[src/hdl/mfu_pkg.sv]
// Package for the motor feedback unwrap block.
// Holds widths, register codes, reset values and the beat and stage types.
// No dependencies.
package mfu_pkg;

  localparam int unsigned ENCODER_COUNTS = 8192;
  localparam int unsigned POS_W          = $clog2(ENCODER_COUNTS);
  localparam int unsigned HALF_TURN      = ENCODER_COUNTS / 2;
  localparam int unsigned STEP_W         = POS_W + 1;
  localparam int unsigned ID_W           = 11;
  localparam int unsigned SCALE_W        = 32;
  localparam int unsigned PROD_W         = STEP_W + SCALE_W + 1;
  localparam int unsigned ACC_W          = 64;
  localparam int unsigned SUM_W          = 48;
  localparam int unsigned SUM_LSB        = 16;
  localparam int unsigned BYTE_W         = 8;
  localparam int unsigned CFG_IDX_W      = 8;
  localparam int unsigned CFG_DATA_W     = 32;

  localparam logic [ID_W-1:0]    MOTOR_ID_RST    = 11'd513;
  localparam logic [SCALE_W-1:0] COUNT_SCALE_RST = 32'd188743680;
  localparam logic [BYTE_W-1:0]  TEMP_LIMIT_RST  = 8'd80;
  localparam logic [BYTE_W-1:0]  COUNT_LIMIT_RST = 8'd200;
  localparam logic [BYTE_W-1:0]  HOT_COUNT_MAX   = 8'd255;

  typedef enum logic [CFG_IDX_W-1:0] {
    REG_MOTOR_ID    = 8'd0,
    REG_COUNT_SCALE = 8'd1,
    REG_TEMP_LIMIT  = 8'd2,
    REG_COUNT_LIMIT = 8'd3
  } mfu_reg_e;

  typedef struct packed {
    logic [ID_W-1:0]    motor_id;
    logic [SCALE_W-1:0] count_scale;
    logic [BYTE_W-1:0]  temp_limit;
    logic [BYTE_W-1:0]  count_limit;
  } mfu_cfg_t;

  typedef struct packed {
    logic [ID_W-1:0]   can_id;
    logic [BYTE_W-1:0] position_high;
    logic [BYTE_W-1:0] position_low;
    logic [BYTE_W-1:0] speed_high;
    logic [BYTE_W-1:0] speed_low;
    logic [BYTE_W-1:0] current_high;
    logic [BYTE_W-1:0] current_low;
    logic [BYTE_W-1:0] temperature_byte;
  } mfu_in_t;

  typedef struct packed {
    logic [POS_W-1:0]        position;
    logic signed [15:0]      speed;
    logic signed [15:0]      drive_current;
    logic [BYTE_W-1:0]       temperature;
    logic signed [SUM_W-1:0] angle_sum;
    logic                    over_temperature;
  } mfu_out_t;

  typedef struct packed {
    logic [POS_W-1:0]         position;
    logic signed [15:0]       speed;
    logic signed [15:0]       drive_current;
    logic [BYTE_W-1:0]        temperature;
    logic                     over_temperature;
    logic                     seed;
    logic signed [STEP_W-1:0] step;
  } mfu_s1_t;

  typedef struct packed {
    logic [POS_W-1:0]         position;
    logic signed [15:0]       speed;
    logic signed [15:0]       drive_current;
    logic [BYTE_W-1:0]        temperature;
    logic                     over_temperature;
    logic                     seed;
    logic signed [PROD_W-1:0] product;
  } mfu_s2_t;

endpackage

[src/hdl/mfu_cfg.sv]
// Configuration register file of the motor feedback unwrap block.
// Depends on mfu_pkg for register codes, reset values and the config struct.
module mfu_cfg (
  input  logic                             clk_i,
  input  logic                             rst_ni,
  input  logic                             cfg_valid_i,
  output logic                             cfg_ready_o,
  input  logic [mfu_pkg::CFG_IDX_W-1:0]    cfg_index_i,
  input  logic [mfu_pkg::CFG_DATA_W-1:0]   cfg_data_i,
  output mfu_pkg::mfu_cfg_t                cfg_o
);

  mfu_pkg::mfu_cfg_t cfg_q, cfg_d;

  assign cfg_ready_o = 1'b1;
  assign cfg_o       = cfg_q;

  always_comb begin
    cfg_d = cfg_q;
    if (cfg_valid_i) begin
      case (mfu_pkg::mfu_reg_e'(cfg_index_i))
        mfu_pkg::REG_MOTOR_ID:    cfg_d.motor_id    = cfg_data_i[mfu_pkg::ID_W-1:0];
        mfu_pkg::REG_COUNT_SCALE: cfg_d.count_scale = cfg_data_i[mfu_pkg::SCALE_W-1:0];
        mfu_pkg::REG_TEMP_LIMIT:  cfg_d.temp_limit  = cfg_data_i[mfu_pkg::BYTE_W-1:0];
        mfu_pkg::REG_COUNT_LIMIT: cfg_d.count_limit = cfg_data_i[mfu_pkg::BYTE_W-1:0];
        default: ;
      endcase
    end
  end

  always_ff @(posedge clk_i or negedge rst_ni) begin
    if (!rst_ni) begin
      cfg_q.motor_id    <= mfu_pkg::MOTOR_ID_RST;
      cfg_q.count_scale <= mfu_pkg::COUNT_SCALE_RST;
      cfg_q.temp_limit  <= mfu_pkg::TEMP_LIMIT_RST;
      cfg_q.count_limit <= mfu_pkg::COUNT_LIMIT_RST;
    end else begin
      cfg_q <= cfg_d;
    end
  end

endmodule

[src/hdl/mfu_decode.sv]
// Input stage: identifier match, payload unpack, shortest-way unwrap, temperature run.
// Holds the seed flag, previous position, hot count and sticky flag.
// Depends on mfu_pkg.
module mfu_decode (
  input  logic              clk_i,
  input  logic              rst_ni,
  input  mfu_pkg::mfu_cfg_t cfg_i,
  input  logic              in_valid_i,
  output logic              in_ready_o,
  input  mfu_pkg::mfu_in_t  in_beat_i,
  output logic              s1_valid_o,
  input  logic              s1_ready_i,
  output mfu_pkg::mfu_s1_t  s1_o
);

  localparam logic signed [mfu_pkg::STEP_W-1:0] Half =
    mfu_pkg::STEP_W'(mfu_pkg::HALF_TURN);
  localparam logic signed [mfu_pkg::STEP_W-1:0] Turn =
    mfu_pkg::STEP_W'(mfu_pkg::ENCODER_COUNTS);

  logic                            valid_q, valid_d;
  mfu_pkg::mfu_s1_t                beat_q, beat_d;
  logic                            seeded_q, seeded_d;
  logic [mfu_pkg::POS_W-1:0]       prev_q, prev_d;
  logic [mfu_pkg::BYTE_W-1:0]      hot_q, hot_d;
  logic                            flag_q, flag_d;

  logic                            take;
  logic [mfu_pkg::POS_W-1:0]       pos;
  logic [mfu_pkg::POS_W-1:0]       prev_eff;
  logic signed [mfu_pkg::STEP_W-1:0] diff;
  logic signed [mfu_pkg::STEP_W-1:0] wrap;
  logic signed [mfu_pkg::STEP_W-1:0] step;
  logic [mfu_pkg::BYTE_W-1:0]      hot_inc;

  assign in_ready_o = !valid_q || s1_ready_i;
  assign take       = in_valid_i && in_ready_o && (in_beat_i.can_id == cfg_i.motor_id);
  assign s1_valid_o = valid_q;
  assign s1_o       = beat_q;

  always_comb begin
    pos      = mfu_pkg::POS_W'({in_beat_i.position_high, in_beat_i.position_low});
    prev_eff = seeded_q ? prev_q : pos;
    diff     = $signed({1'b0, pos}) - $signed({1'b0, prev_eff});
    // one step-width wrap: adding or subtracting a turn gives the same bits
    wrap     = diff - Turn;
    step     = ((diff < Half) && (diff > -Half)) ? diff : wrap;
    hot_inc  = (hot_q == mfu_pkg::HOT_COUNT_MAX) ? hot_q : hot_q + 1'b1;

    seeded_d = seeded_q;
    prev_d   = prev_q;
    hot_d    = hot_q;
    flag_d   = flag_q;
    if (take) begin
      seeded_d = 1'b1;
      prev_d   = pos;
      if (in_beat_i.temperature_byte > cfg_i.temp_limit) begin
        if (hot_inc > cfg_i.count_limit) begin
          flag_d = 1'b1;
          hot_d  = '0;
        end else begin
          hot_d = hot_inc;
        end
      end else begin
        hot_d = '0;
      end
    end

    valid_d = in_ready_o ? take : valid_q;
    beat_d  = beat_q;
    if (take) begin
      beat_d.position         = pos;
      beat_d.speed            = $signed({in_beat_i.speed_high, in_beat_i.speed_low});
      beat_d.drive_current    = $signed({in_beat_i.current_high, in_beat_i.current_low});
      beat_d.temperature      = in_beat_i.temperature_byte;
      beat_d.over_temperature = flag_d;
      beat_d.seed             = !seeded_q;
      beat_d.step             = step;
    end
  end

  always_ff @(posedge clk_i or negedge rst_ni) begin
    if (!rst_ni) begin
      valid_q  <= 1'b0;
      seeded_q <= 1'b0;
      prev_q   <= '0;
      hot_q    <= '0;
      flag_q   <= 1'b0;
    end else begin
      valid_q  <= valid_d;
      seeded_q <= seeded_d;
      prev_q   <= prev_d;
      hot_q    <= hot_d;
      flag_q   <= flag_d;
    end
  end

  always_ff @(posedge clk_i) begin
    beat_q <= beat_d;
  end

endmodule

[src/hdl/mfu_scale.sv]
// Scale stage: signed position step times the unsigned degrees-per-count factor.
// Depends on mfu_pkg.
module mfu_scale (
  input  logic              clk_i,
  input  logic              rst_ni,
  input  mfu_pkg::mfu_cfg_t cfg_i,
  input  logic              s1_valid_i,
  output logic              s1_ready_o,
  input  mfu_pkg::mfu_s1_t  s1_i,
  output logic              s2_valid_o,
  input  logic              s2_ready_i,
  output mfu_pkg::mfu_s2_t  s2_o
);

  logic             valid_q;
  mfu_pkg::mfu_s2_t beat_q, beat_d;
  logic             load;
  logic signed [mfu_pkg::PROD_W-1:0] step_ext;
  logic signed [mfu_pkg::PROD_W-1:0] scale_ext;

  assign s1_ready_o = !valid_q || s2_ready_i;
  assign load       = s1_valid_i && s1_ready_o;
  assign s2_valid_o = valid_q;
  assign s2_o       = beat_q;

  always_comb begin
    step_ext  = $signed({{(mfu_pkg::PROD_W - mfu_pkg::STEP_W){s1_i.step[mfu_pkg::STEP_W-1]}},
                         s1_i.step});
    scale_ext = $signed({{(mfu_pkg::PROD_W - mfu_pkg::SCALE_W){1'b0}}, cfg_i.count_scale});
    beat_d                  = beat_q;
    if (load) begin
      beat_d.position         = s1_i.position;
      beat_d.speed            = s1_i.speed;
      beat_d.drive_current    = s1_i.drive_current;
      beat_d.temperature      = s1_i.temperature;
      beat_d.over_temperature = s1_i.over_temperature;
      beat_d.seed             = s1_i.seed;
      beat_d.product          = step_ext * scale_ext;
    end
  end

  always_ff @(posedge clk_i or negedge rst_ni) begin
    if (!rst_ni) begin
      valid_q <= 1'b0;
    end else if (s1_ready_o) begin
      valid_q <= s1_valid_i;
    end
  end

  always_ff @(posedge clk_i) begin
    beat_q <= beat_d;
  end

endmodule

[src/hdl/mfu_accum.sv]
// Accumulate stage and result register: multi-turn angle sum and the result beat.
// Depends on mfu_pkg.
module mfu_accum (
  input  logic              clk_i,
  input  logic              rst_ni,
  input  logic              s2_valid_i,
  output logic              s2_ready_o,
  input  mfu_pkg::mfu_s2_t  s2_i,
  output logic              out_valid_o,
  input  logic              out_ready_i,
  output mfu_pkg::mfu_out_t out_beat_o
);

  logic                             valid_q;
  mfu_pkg::mfu_out_t                beat_q, beat_d;
  logic [mfu_pkg::ACC_W-1:0]        acc_q, acc_d;
  logic [mfu_pkg::ACC_W-1:0]        prod_ext;
  logic                             load;

  assign s2_ready_o  = !valid_q || out_ready_i;
  assign load        = s2_valid_i && s2_ready_o;
  assign out_valid_o = valid_q;
  assign out_beat_o  = beat_q;

  always_comb begin
    prod_ext = {{(mfu_pkg::ACC_W - mfu_pkg::PROD_W){s2_i.product[mfu_pkg::PROD_W-1]}},
                s2_i.product};
    acc_d  = acc_q;
    beat_d = beat_q;
    if (load) begin
      acc_d = (s2_i.seed ? '0 : acc_q) + prod_ext;
      beat_d.position         = s2_i.position;
      beat_d.speed            = s2_i.speed;
      beat_d.drive_current    = s2_i.drive_current;
      beat_d.temperature      = s2_i.temperature;
      beat_d.angle_sum        =
        $signed(acc_d[mfu_pkg::SUM_LSB +: mfu_pkg::SUM_W]);
      beat_d.over_temperature = s2_i.over_temperature;
    end
  end

  always_ff @(posedge clk_i or negedge rst_ni) begin
    if (!rst_ni) begin
      valid_q <= 1'b0;
      acc_q   <= '0;
    end else begin
      acc_q <= acc_d;
      if (s2_ready_o) begin
        valid_q <= s2_valid_i;
      end
    end
  end

  always_ff @(posedge clk_i) begin
    beat_q <= beat_d;
  end

endmodule

[src/hdl/motor_feedback_unwrap.sv]
// Motor feedback unwrap: frame decode, multi-turn angle and over-temperature flag.
// Each accepted matching frame moves through the decode, scale and result registers in turn.
// Throughput: one frame per cycle while out_ready_i is high; each of the three stage
// registers has its own valid and takes a new beat whenever it is empty or its beat moves on.
// Frames with another identifier are taken and dropped. Reset clears all stage valids,
// the angle and temperature state, and loads the register reset values.
module motor_feedback_unwrap (
  input  logic                           clk_i,
  input  logic                           rst_ni,
  input  logic                           cfg_valid_i,
  output logic                           cfg_ready_o,
  input  logic [mfu_pkg::CFG_IDX_W-1:0]  cfg_index_i,
  input  logic [mfu_pkg::CFG_DATA_W-1:0] cfg_data_i,
  input  logic                           in_valid_i,
  output logic                           in_ready_o,
  input  mfu_pkg::mfu_in_t               in_beat_i,
  output logic                           out_valid_o,
  input  logic                           out_ready_i,
  output mfu_pkg::mfu_out_t              out_beat_o
);

  mfu_pkg::mfu_cfg_t cfg;
  logic              s1_valid, s1_ready;
  mfu_pkg::mfu_s1_t  s1;
  logic              s2_valid, s2_ready;
  mfu_pkg::mfu_s2_t  s2;

  mfu_cfg u_cfg (
    .clk_i       (clk_i),
    .rst_ni      (rst_ni),
    .cfg_valid_i (cfg_valid_i),
    .cfg_ready_o (cfg_ready_o),
    .cfg_index_i (cfg_index_i),
    .cfg_data_i  (cfg_data_i),
    .cfg_o       (cfg)
  );

  mfu_decode u_decode (
    .clk_i      (clk_i),
    .rst_ni     (rst_ni),
    .cfg_i      (cfg),
    .in_valid_i (in_valid_i),
    .in_ready_o (in_ready_o),
    .in_beat_i  (in_beat_i),
    .s1_valid_o (s1_valid),
    .s1_ready_i (s1_ready),
    .s1_o       (s1)
  );

  mfu_scale u_scale (
    .clk_i      (clk_i),
    .rst_ni     (rst_ni),
    .cfg_i      (cfg),
    .s1_valid_i (s1_valid),
    .s1_ready_o (s1_ready),
    .s1_i       (s1),
    .s2_valid_o (s2_valid),
    .s2_ready_i (s2_ready),
    .s2_o       (s2)
  );

  mfu_accum u_accum (
    .clk_i       (clk_i),
    .rst_ni      (rst_ni),
    .s2_valid_i  (s2_valid),
    .s2_ready_o  (s2_ready),
    .s2_i        (s2),
    .out_valid_o (out_valid_o),
    .out_ready_i (out_ready_i),
    .out_beat_o  (out_beat_o)
  );

endmodule
[config.mk]
export PLATFORM = sky130hd
export DESIGN_NAME = motor_feedback_unwrap
export DESIGN_NICKNAME = d
export VERILOG_FILES = /design/src/hdl/mfu_pkg.sv /design/src/hdl/mfu_cfg.sv /design/src/hdl/mfu_decode.sv /design/src/hdl/mfu_scale.sv /design/src/hdl/mfu_accum.sv /design/src/hdl/motor_feedback_unwrap.sv
export SDC_FILE = /design/constraint.sdc
export NUM_CORES = 2
export LEC_CHECK = 0
export BUFFER_PORTS_ARGS = -buffer_cell sky130_fd_sc_hd__clkbuf_2
export CAP_MARGIN = 5
export CORE_MARGIN = 4
export CORE_UTILIZATION = 32
export CTS_CLUSTER_SIZE = 24
export DETAILED_ROUTE_END_ITERATION = 10
export PLACE_DENSITY = 0.45
export SLEW_MARGIN = 10
export SYNTH_ARGS = -nofsm -noshare
export SYNTH_HDL_FRONTEND = slang
export SYNTH_SLANG_ARGS = --single-unit
[constraint.sdc]
create_clock -name clk_i -period 9.2 [get_ports clk_i]
set_input_delay 1.84 -clock clk_i [delete_from_list [all_inputs] [get_ports clk_i]]
set_output_delay 1.84 -clock clk_i [all_outputs]
set_load 0.005 [all_outputs]
# Word-level counts from Yosys, hierarchy flattened
# Cells that the tools add are included.
[totals]
ff_bits = 422
inputBits = 112
output_inout_bits = 105
wordCells = 72
[op_classes]
add_sub_neg = 4
multipliers = 1
order_cmp = 4
eq_ne = 5
mux = 9
n_reduce_logical = 17
[ops]
columns = ["operator", "count"]
rows = [
  ["adder 64 bit", 1],
  ["two-way mux 64 bit", 1],
  ["multiplier 14 x 33 -> 47 bit", 1],
  ["two-way mux 8 bit", 3],
  ["equality test 8 x 2 -> 1 bit, second input constant", 2],
  ["greater-than comparator 8 bit", 2],
  ["greater-than comparator 14 x 13 -> 1 bit, second input constant", 1],
  ["less-than comparator 14 bit, second input constant", 1],
  ["two-way mux 14 bit", 1],
  ["subtractor 13 x 13 -> 14 bit", 1],
  ["subtractor 14 bit, second input constant", 1],
  ["two-way mux 13 bit", 1],
  ["equality test 11 bit", 1],
  ["adder 8 x 1 -> 8 bit, second input constant", 1],
  ["equality test 8 x 1 -> 1 bit, second input constant", 1],
  ["equality test 8 bit, second input constant", 1],
  ["logical NOT 8 bit", 1],
  ["AND reduction 2 bit", 4],
  ["logical AND 1 bit", 5],
  ["logical NOT 1 bit", 4],
  ["logical OR 1 bit", 3],
  ["two-way mux 1 bit", 3],
]

# Depth between registers and ports, before layout
[logic_depth]
ltp_word = 7
mapped_depth = 26
ltp_nobuf = 24

# By module
# From an unflattened synthesis, not the netlist that was laid out.
[hier_totals]
cells_unflattened = 3259
area_unflattened_um2 = 34732.1
[modules_own_cells]
columns = ["mod", "instances", "cells_per_inst", "area_each_um2", "seq_area_each_um2"]
rows = [
  ["mfu_scale", 1, 1817, 18016.0, 3088.0],
  ["mfu_accum", 1, 978, 9818.2, 4689.5],
  ["mfu_decode", 1, 334, 4476.8, 2672.6],
  ["mfu_cfg", 1, 130, 2421.1, 1490.2],
]

# Worst setup path after synthesis
# Ideal clock, no wire load.
[synth_timing]
path_kind = "flip-flop to flip-flop"
start = "register u_decode.beat_q (netlist bit u_decode.s1_o[13])"
end = "register u_scale.beat_q (netlist bit u_scale.s2_o[46]), data pin"
setup_ns = 0.264
arrival_ns = 6.204
required_time_ns = 8.936
path_slack_ns = 2.733
path_stages_with_launch = 23
path_buffers = 1
synth_period_minus_slack_ns = 6.467
path_cell_list = "edfxtp_1 > clkinv_1 > clkbuf_1 > fa_1 > fa_1 > inv_1 > fa_1 > fa_1 > fa_1 > inv_1 > fa_1 > inv_1 > ha_1 > and2_1 > and4_1 > a22oi_1 > nand2_1 > a21oi_1 > o21ai_1 > o21a_1 > a211o_1 > a211oi_1 > xnor2_1"
[synth_via]
elab_chain_cells = 1
[synth_lines]
columns = ["element", "line", "source"]
rows = [
  ["start, declared", "mfu_decode.sv:22", "mfu_pkg::mfu_s1_t beat_q, beat_d;"],
  ["start signal, assigned", "mfu_decode.sv:99", "beat_q <= beat_d;"],
  ["multiplier 14 x 33 -> 47 bit", "mfu_scale.sv:38", "beat_d.product = step_ext * scale_ext;"],
  ["end signal, assigned", "mfu_scale.sv:51", "beat_q <= beat_d;"],
  ["end, declared", "mfu_scale.sv:16", "mfu_pkg::mfu_s2_t beat_q, beat_d;"],
]
# No other way between the ends.
# A chain may end at the register's enable or synchronous reset.

# Final worst setup path
[layout_timing]
start = "register u_decode.beat_q (netlist bit u_decode.s1_o[2])"
end = "register u_scale.beat_q (netlist bit u_scale.s2_o[45]), data pin"
# Same word-level chain as after synthesis.

==> flow_summary_export.csv <==
group,metric,value,unit
sta,slew_viol_final,0,
clocking,clk_pin_slew,60,ps
worst_setup_path,crit_buf_inv,5,
floorplan,core,106000,um^2
yosys,syn_avg_cell_area,10.6,um^2
clocking,clock_latency,620,ps
yosys,syn-instance-count,3229,
power_and_ir_drop,power_density,140,nW/um^2
worst_setup_path,critPathArrivalTime,8260,ps
cells_and_area,final_cell_mix,"inv_1 (462), nand2_1 (388), fa_1 (360)",
power_and_ir_drop,power_frac_comb,22.6,%
sta,slew_headroom,33.8,%
power_and_ir_drop,p_sw,1.60,mW
cells_and_area,multiInputGateArea,19900,um^2
sta,fin_tns_setup,0,ps
global_route,antenna_found_initial,3,
floorplan,die_height,334,um
detailed_routing,first_pass_iters,5,
power_and_ir_drop,swShare,29.7,%
sta,max_freq,0.127,GHz
cells_and_area,nets,4101,
worst_setup_path,crit_required,9590,ps
worst_setup_path,crit_path_cell_trace,"buf_4 -> and2_1 -> fa_1 -> inv_1 -> fa_1 -> inv_1 -> fa_1 -> fa_1 -> fa_1 -> inv_1 -> fa_1 -> inv_1 -> ha_1 -> a2111oi_0 -> o21ai_0 -> or3b_2 -> o21ai_1 -> a21boi_0 -> o21ai_1 -> a31oi_1 -> o21ai_0 -> a21oi_1 -> xnor2_1",
yosys,synth-seq-cells,422,
placement,dp.cells,4730,
global_route,grt_max_degree,98,
global_route,grt_pass1_vias,24200,
cells_and_area,fin_util,36.3,%
sta,finalCritPeriodShare,85.6,%
cells_and_area,fin_cells,4827,
floorplan,ios,217,
sta,setup_violations,0,
floorplan,die_x,334,um
clocking,numCtsBuffers,51,
placement,hpwlAfterDp,66.3,mm
detailed_routing,via_count,22500,
power_and_ir_drop,power.leakage,17.6,nW
power_and_ir_drop,vdd_drop_max,0.134,mV
sta,fin_worst_skew,19.5,ps
clocking,clock_sinks,422,
cells_and_area,final_common_cell,"inv_1",
detailed_routing,route.met3.wl,2.75,mm
yosys,ys_seq_area_share,35.0,%
cells_and_area,drive_gt1_share,12.8,%
detailed_routing,drtIter0Drc,1021,
clocking,hold_buffers,0,
run,cap_violations,0,
min_path,hp-class,"reg -> reg",
power_and_ir_drop,seqPwrFrac,39.4,%
cells_and_area,seqCellArea,11900,um^2
clocking,postCtsSetupRepairBufs,0,
floorplan,dieArea,112000,um^2
floorplan,initial_utilization,32.3,%
worst_setup_path,crit_slowest_cell,"edfxtp_1",
worst_setup_path,r2r_cells,23,
floorplan,rows,119,
global_route,grtUsageTotal,15.8,%
worst_setup_path,crit_type,"reg -> reg",
sta,rsz0062_at_grt,"false",
yosys,ys.flop_type,"edfxtp_1",
clocking,cts_tree,"done",
power_and_ir_drop,intPower,3.78,mW
worst_setup_path,worstPathMaxFanout,17,
detailed_routing,vias_per_cell,4.67,
power_and_ir_drop,clkPwrFrac,38.0,%
yosys,syn_nets,3938,
worst_setup_path,slowest_delay,780,ps
detailed_routing,routed_wl,86.4,mm
worst_setup_path,crit_cells,23,
clocking,clockRootBuffer,"clkbuf_16",
detailed_routing,wl_met2,41.7,mm
detailed_routing,top_layer,"met4",
global_route,grt_remaining_overflow,0,
sta,finalCriticalPeriod,7880,ps
cells_and_area,n_fill_cell,10700,
yosys,syn-cell-area,34100,um^2
status,status,"finished, final reports clean",
sta,worstMarginPinSlew,985,ps
clocking,clk_path_buf_depth,3,
clocking,ctsResizeCount,0,
worst_setup_path,end_kind,"register",
placement,routabilityCongestion,0.786,
yosys,ys_warn_count,0,
sta,hold_viol,0,
detailed_routing,wl_per_cell,17.9,um
yosys,synth-edff-count,273,
detailed_routing,detail-route-antenna-nets,0,
min_path,hold_depth,0,
global_route,grt_pass1_wl,139,mm
clocking,h-tree-depth,2,
worst_setup_path,cp_common_cell,"fa_1",
detailed_routing,met1Wirelength,40.5,mm
yosys,async_flop_share,35.3,%
worst_setup_path,critPathLaunchType,"register",
detailed_routing,drc,0,
placement,io_buffers,212,
yosys,synth_cell_type_count,74,
worst_setup_path,cpLargestDelayFamily,"adder cells",
cells_and_area,area_growth,12.5,%
routing by layer:
layer,vias up,GRT usage [%]
met5,-,0
met2,277,27.1
li1,10900,-
met1,11300,21.4
met4,0,3.33
met3,77,2.07
sequential cells by signal, indices dropped and copies added, names as in the netlist:
signal / flops
u_accum.acc_q: 64
u_accum.out_beat_o: 102
u_accum.out_valid_o: 1
u_cfg.cfg_o: 59
u_decode.flag_q: 1
u_decode.hot_q: 8
u_decode.prev_q: 13
u_decode.s1_o: 69
u_decode.s1_valid_o: 1
u_decode.seeded_q: 1
u_scale.s2_o: 102
u_scale.s2_valid_o: 1
power groups by stage:
stage	logic (mW)	clock network [mW]	registers, mW
after floorplan	0.879	0	2.12
final	1.21	2.04	2.12
after detailed placement	1.23	0	2.15
after CTS	1.24	2.14	2.12
after global placement	1.23	0	2.15
after global routing	1.41	2.22	2.12
metrics by stage:
stage / power, mW / setup slack [ps] / hold WS [ps] / cell area [um^2]
finish: 5.37 / 1320 / 413 / 38400
global route: 5.75 / 861 / 419 / 38300
CTS: 5.50 / 1260 / 393 / 38300
detailed placement: 3.38 / 1280 / 405 / 36600
global placement: 3.39 / 1340 / 400 / 36600
floorplan: 3.00 / 2730 / 400 / 34100
cells by family (layout without fill, tap and decap cells):
group,count (synthesis),count (layout),synth area share [%]
simple gates,952,952,13.9
fa+ha+maj,597,597,29.8
buf+inv,596,801,6.59
compound gates,438,438,8.27
flops,422,422,35.0
xor+xnor,125,125,3.21
mux,98,98,3.19
other cells,1,3,0.0110
layout make-up:
type                    instances  share of cell area, %
diodes                          2                 0.0131
clock buffers                  63                   3.53
clock inverters                32                  0.907
inverters                     464                   4.55
multi-input cells            2211                   52.0
flip-flops and latches        422                   31.1
well taps                    1391                   4.54
repair buffers                242                   3.37
final timing paths:
check	start	endpoint	slack, ps
min in group asynchronous	rst_ni	u_accum.acc_q[27]$_DFFE_PN0P_	1220
setup reg to reg	u_decode.s1_o[2]$_DFFE_PP_	u_scale.s2_o[45]$_DFFE_PP_	1320
hold / removal	u_scale.s2_o[89]$_DFFE_PP_	u_accum.out_beat_o[89]$_DFFE_PP_	410
max in group asynchronous	rst_ni	u_cfg.cfg_o[52]$_DFFE_PN0P_	6090
hold reg to reg	u_scale.s2_o[89]$_DFFE_PP_	u_accum.out_beat_o[89]$_DFFE_PP_	410
setup / recovery	u_decode.s1_o[2]$_DFFE_PP_	u_scale.s2_o[45]$_DFFE_PP_	1320
Yosys cell counts, drive strengths merged, types with 6 or more instances:
cell | instances | share of area (%)
and2 | 241 | 4.4
a21o | 76 | 1.7
a31oi | 13 | 0.24
nand2 | 389 | 4.3
xor2 | 39 | 1.0
clkbuf | 124 | 1.4
nor2b | 79 | 1.4
o21a | 17 | 0.37
a211oi | 9 | 0.20
nand3 | 35 | 0.51
xnor2 | 86 | 2.2
nor2 | 93 | 1.0
nand2b | 25 | 0.46
dfrtp | 138 | 10
dfstp | 11 | 0.85
edfxtp | 273 | 24
o21ai | 93 | 1.4
a21boi | 7 | 0.15
ha | 237 | 8.7
or3 | 6 | 0.11
nor4 | 7 | 0.13
nand4 | 40 | 0.73
and3 | 8 | 0.15
o31ai | 11 | 0.24
mux2 | 85 | 2.8
o211ai | 11 | 0.24
mux2i | 13 | 0.38
a21oi | 134 | 2.0
o21bai | 17 | 0.37
inv | 463 | 5.1
fa | 360 | 21
buf | 8 | 0.11
nor3 | 13 | 0.21
(Power assumes the default switching activity.)
